`src/rtl/lsi_pkg.sv`:
```
// lsi_pkg: shared types and constants of the line intersection block
// no dependencies

package lsi_pkg;

  localparam int CoordW        = 24;
  localparam int CoordFracBits = 8;
  localparam int EpsFracBits   = 16;
  localparam int EpsW          = 24;
  localparam int EpsShl        = (2 * CoordFracBits >= EpsFracBits) ?
                                 (2 * CoordFracBits - EpsFracBits) : 0;
  localparam int EpsShr        = (2 * CoordFracBits < EpsFracBits) ?
                                 (EpsFracBits - 2 * CoordFracBits) : 0;
  localparam int DiffW         = CoordW + 1;
  localparam int ProdW         = 2 * DiffW;
  localparam int DetW          = ProdW + 1;
  localparam int MagW          = DetW - 1;
  localparam int DirW          = CoordW;
  localparam int HalfW         = 25;
  localparam int PartW         = DirW + HalfW;
  localparam int RemW          = 76;
  localparam int DvsW          = MagW + 1;
  localparam int QuoW          = 27;
  localparam int CmpW          = DvsW + QuoW;
  localparam int SumW          = 28;
  localparam int CellCount     = QuoW;
  localparam int PaddrW        = 3;
  localparam int PdataW        = 32;
  localparam logic [PaddrW-1:0] AddrEpsilon = 3'd0;
  localparam logic [EpsW-1:0]   EpsReset    = 24'd16;

  typedef struct packed {
    logic signed [CoordW-1:0] ax0;
    logic signed [CoordW-1:0] ay0;
    logic signed [CoordW-1:0] ax1;
    logic signed [CoordW-1:0] ay1;
    logic signed [CoordW-1:0] bx0;
    logic signed [CoordW-1:0] by0;
    logic signed [CoordW-1:0] bx1;
    logic signed [CoordW-1:0] by1;
  } seg_t;

  typedef struct packed {
    logic signed [CoordW-1:0] base_x;
    logic signed [CoordW-1:0] base_y;
    logic                     neg_x;
    logic                     neg_y;
    logic                     par;
    logic [DvsW-1:0]          dvs;
    logic [RemW-1:0]          rem_x;
    logic [RemW-1:0]          rem_y;
    logic [QuoW-1:0]          quo_x;
    logic [QuoW-1:0]          quo_y;
  } cell_t;

endpackage

```
`src/rtl/lsi_div_cell.sv`:
```
// lsi_div_cell: one restoring division step for both coordinates
// depends on lsi_pkg

module lsi_div_cell #(
  parameter int Shift = 0
) (
  input  logic           clk_i,
  input  logic           rst_ni,
  input  logic           valid_i,
  output logic           ready_o,
  input  lsi_pkg::cell_t data_i,
  output logic           valid_o,
  input  logic           ready_i,
  output lsi_pkg::cell_t data_o
);
  import lsi_pkg::*;

  logic            valid_q;
  cell_t           data_q;
  cell_t           data_d;
  logic [CmpW-1:0] dsh, ext_x, ext_y, dif_x, dif_y;
  logic            geq_x, geq_y;

  assign ready_o = !valid_q || ready_i;
  assign valid_o = valid_q;
  assign data_o  = data_q;

  always_comb begin
    dsh    = CmpW'(data_i.dvs) << Shift;
    ext_x  = CmpW'(data_i.rem_x);
    ext_y  = CmpW'(data_i.rem_y);
    dif_x  = ext_x - dsh;
    dif_y  = ext_y - dsh;
    geq_x  = ext_x >= dsh;
    geq_y  = ext_y >= dsh;
    data_d = data_i;
    if (geq_x) begin
      data_d.rem_x = dif_x[RemW-1:0];
      data_d.quo_x = data_i.quo_x | (QuoW'(1) << Shift);
    end
    if (geq_y) begin
      data_d.rem_y = dif_y[RemW-1:0];
      data_d.quo_y = data_i.quo_y | (QuoW'(1) << Shift);
    end
  end

  always_ff @(posedge clk_i or negedge rst_ni) begin
    if (!rst_ni) begin
      valid_q <= 1'b0;
    end else if (ready_o) begin
      valid_q <= valid_i;
    end
  end

  always_ff @(posedge clk_i) begin
    if (ready_o) begin
      data_q <= data_d;
    end
  end

endmodule

```
`config.mk`:
```
export PLATFORM = sky130hd
export DESIGN_NAME = lsi_div_cell
export DESIGN_NICKNAME = d
export VERILOG_FILES = /design/src/rtl/lsi_pkg.sv /design/src/rtl/lsi_div_cell.sv
export SDC_FILE = /design/constraint.sdc
export NUM_CORES = 1
export LEC_CHECK = 0
export CORE_AREA = 3 3 244 246
export DETAILED_ROUTE_END_ITERATION = 6
export DIE_AREA = 0 0 247 249
export DONT_BUFFER_PORTS = 1
export PLACE_DENSITY_LB_ADDON = 0.3
export SLEW_MARGIN = 40
export SYNTH_ARGS = -nofsm -noshare
export SYNTH_HDL_FRONTEND = slang
export SYNTH_SLANG_ARGS = --single-unit
```
`constraint.sdc`:
```
create_clock -name clk_i -period 11.7 [get_ports clk_i]
set_clock_uncertainty 0.1 [all_clocks]
set_input_delay 0.585 -clock clk_i [delete_from_list [all_inputs] [get_ports clk_i]]
set_output_delay 0.585 -clock clk_i [all_outputs]
set_load 0.01 [all_outputs]
```
==> results.py <==
metrics = {
    "clock_network": {
        "cts.sinks": 309,
        "cts_buffers": 37,
        "h-tree-depth": 2,
        "cts_tree": "yes",
        "clk_latency_ns": 0.53,
        "clk_pin_slew_worst_paths_ns": 0.05,
        "postCtsResizedCells": 0,
        "cts-root-buf": "clkbuf_16",
        "clk_path_buf_depth": 3,
    },
    "finish": {
        "regArea_um2": 9270,
        "multi_input_area_um2": 8220,
        "syn2layout_area_growth_pct": 13.4,
        "drive_above_1_share_pct": 6.30,
        "antennaDiodeCount": 0,
        "final_cell_mix": "edfxtp_1, a21oi_1, nor2_1",
        "nFillCells": 5687,
        "mostFrequentLayoutCell": "edfxtp_1",
        "nets": 2150,
    },
    "synth": {
        "synth-compound-area-share_pct": 15.7,
        "synth_xor_area_share_pct": 6.89,
        "ys_seq_area_share_pct": 51.4,
        "syn_inst": 1719,
        "synth_top_cell_area_share_pct": 51.3,
        "yosys.area_share.adder_pct": 7.29,
        "synth_edf_count": 308,
        "synth_top_area_cell": "edfxtp_1",
        "synth.avg_cell_area_um2": 10.5,
        "yosysUniqueCellTypes": 73,
        "synth_mux_area_share_pct": 1.25,
        "yosys_register_bits": 309,
        "netlist_area_um2": 18000,
        "synth_simple_gate_area_share_pct": 14.2,
        "async_flop_share_pct": 0.324,
        "ys_top_cells_by_area": "edfxtp_1, ha_1, a21oi_1, xnor2_1, nor2_1",
        "yosysWarnings": 0,
        "synth_top_family_by_area": "compound AO/OA/AOI/OAI gates",
        "synth_top_flop_cell": "edfxtp_1",
        "syn_nets": 2135,
    },
    "grt": {
        "grt_pass1_wl_mm": 98.4,
        "grt_overflow": 0,
        "grt_start_max_net_pins": 81,
        "antenna_found_initial": 0,
        "gr-usage-all-layers_pct": 21.8,
        "grt_pass1_vias": 13488,
    },
    "worst_setup_path": {
        "regToRegSetupSlack_ns": 8.87,
        "cp.arrival_ns": 4.65,
        "r2r_end": "data_o[56]",
        "r2r_cells": 4,
        "crit_path_end_kind": "flip-flop",
        "path_max_fanout": 5,
        "required_ns": 11.88,
        "worstSetupPathType": "in -> reg",
        "cp-start-kind": "input pin",
        "r2r-start": "valid_o",
    },
    "pwr": {
        "internal_power_w": 0.00228,
        "clockPowerShare_pct": 36.2,
        "pwr-share-seq_pct": 47.2,
        "swShare_pct": 29.2,
        "p_per_area_nw_per_um2": 158,
        "leakage_nw": 7.72,
        "peakVddDrop_v": 0.000104,
        "p_sw_w": 0.000943,
        "pwr-share-comb_pct": 16.6,
    },
    "floorplanning": {
        "core-area_um2": 57600,
        "die_h_um": 249,
        "die_x_um": 247,
        "dieArea_um2": 61500,
        "rows": 88,
        "ios": 622,
        "initial_core_util_pct": 31.3,
    },
    "timing": {
        "holdWs_ns": 0.0364,
        "fmax_mhz": 223,
        "tightest_slew_ns": 0.880,
        "setup_viol_count_final": 0,
        "fin_tns_setup_ns": 0,
        "period_needed_ns": 4.48,
        "period_share_pct": 38.3,
        "rsz0062_at_grt": "no",
        "fin_ws_ns": 7.22,
        "hold_violations": 0,
        "slew_headroom_pct": 40.9,
        "slew_viol_final": 0,
    },
    "min_path": {
        "min_from": "data_i[229]",
        "hp-class": "in -> reg",
        "whs_path_depth": 0,
        "hold_end": "data_o[229]",
    },
    "routing": {
        "via_per_inst": 5.46,
        "wl_per_cell_um": 27.8,
        "ant_nets": 0,
        "drc_errors": 4,
        "drt_iter0_drc": 1119,
        "route.vias.total": 13794,
        "drt_wl_total_mm": 70.2,
        "drtPass1Iterations": 7,
    },
    "placement": {
        "io_buffers": 0,
        "hpwl_mm": 57.3,
        "place_ws_ns": 6.89,
        "gp_congestion": 0.937,
    },
    "run_status": {
        "outcome": "complete, but fails checks",
        "violations": "DRC",
    },
    "job": {
        "max_cap_violations": 0,
    },
}
==> synth_stat cells (4+ instances only) <==
cell	count
nor2_1	179
ha_1	102
xnor2_1	83
inv_1	88
nor3_1	35
a21o_1	55
and2_1	5
nor4_1	16
o31ai_1	12
nor2b_1	17
or4_1	9
edfxtp_1	308
a221oi_1	4
o21a_1	15
nand3_1	39
mux2_2	20
and3_1	14
a21boi_0	7
a21oi_1	203
o21bai_1	31
a31oi_1	21
nand3b_1	4
nand2_1	102
a211oi_1	8
nand2b_1	12
xor2_1	59
or3_1	12
clkbuf_1	67
o211ai_1	5
or2_2	7
o21ai_0	75
and4_1	6
nand4_1	40
==> worst max path at each step <==
stage                      startpoint           to  slack (ns)
after floorplan               ready_i    data_o[0]        2.84
after global placement    data_i[215]  data_o[186]        6.68
after detailed placement  data_i[208]  data_o[118]        6.89
after CTS                 data_i[208]  data_o[118]        7.46
after global routing      data_i[208]  data_o[118]        7.24
final                     data_i[208]  data_o[118]        7.22
==> worst max-delay path, cell delays in order <==
cell	delay (ns)
inv_1	0.05
ha_1	0.34
nor2b_1	0.18
o31a_1	0.31
o31ai_1	0.54
nand2_1	0.34
a31oi_1	0.74
o31ai_1	0.33
a41oi_2	0.37
or4b_4	0.56
nor4_2	0.19
xor2_1	0.11
==> power by group through the flow <==
stage               Clock (W)  Sequential (W)  Combinational (W)
global placement            0         0.00156           0.000517
CTS                   0.00121         0.00153           0.000534
floorplan                   0         0.00152           0.000376
finish                0.00117         0.00152           0.000535
detailed placement          0         0.00155           0.000520
global route          0.00125         0.00154           0.000591
==> layout make-up <==
class	count	area share, %
well taps	765	4.68
repair buffers	46	2.27
clock buffers	44	4.66
flip-flops and latches	309	45.3
inverters	88	1.61
clock inverters	22	1.24
multi-input cells	1252	40.2
==> logic make-up (layout without fill, tap and decap cells) <==
family | Yosys count | count (layout)
adder cells (fa/ha/maj) | 104 | 104
XOR/XNOR | 142 | 142
AO/OA/AOI/OAI | 468 | 468
buffers and inverters | 158 | 200
flip-flops | 309 | 309
AND/OR/NAND/NOR | 518 | 518
multiplexers | 20 | 20
==> through the flow <==
stage               util, %  instance area, µm²  total power (W)  cells
CTS                    35.5               20500          0.00327   2526
global route           35.5               20500          0.00338   2526
global placement       32.7               18800          0.00207   2425
detailed placement     32.8               18900          0.00207   2427
finish                 35.5               20500          0.00323   2526
floorplan                 -               18000          0.00190   1719
==> layer usage <==
layer  vias up  GRT usage [%]  share of wire, %
li1       6407              -                 -
met1      6629           25.8                38
met5         -              0                 0
met3        79           7.47               9.6
met2       679           38.0                49
met4         0           5.22               2.5
==> sequential cells by signal, summed over array words and instances (netlist names) <==
name	count
valid_o	1
data_o	308
==> what timing repair did <==
item / in CTS / in global routing
setup endpoints to repair: 0 / 0
hold endpoints to repair: 33 / 0
hold buffers: 33 / 0
buffers inserted: 0 / 0
Note: power is estimated with default switching activity, not from simulation.
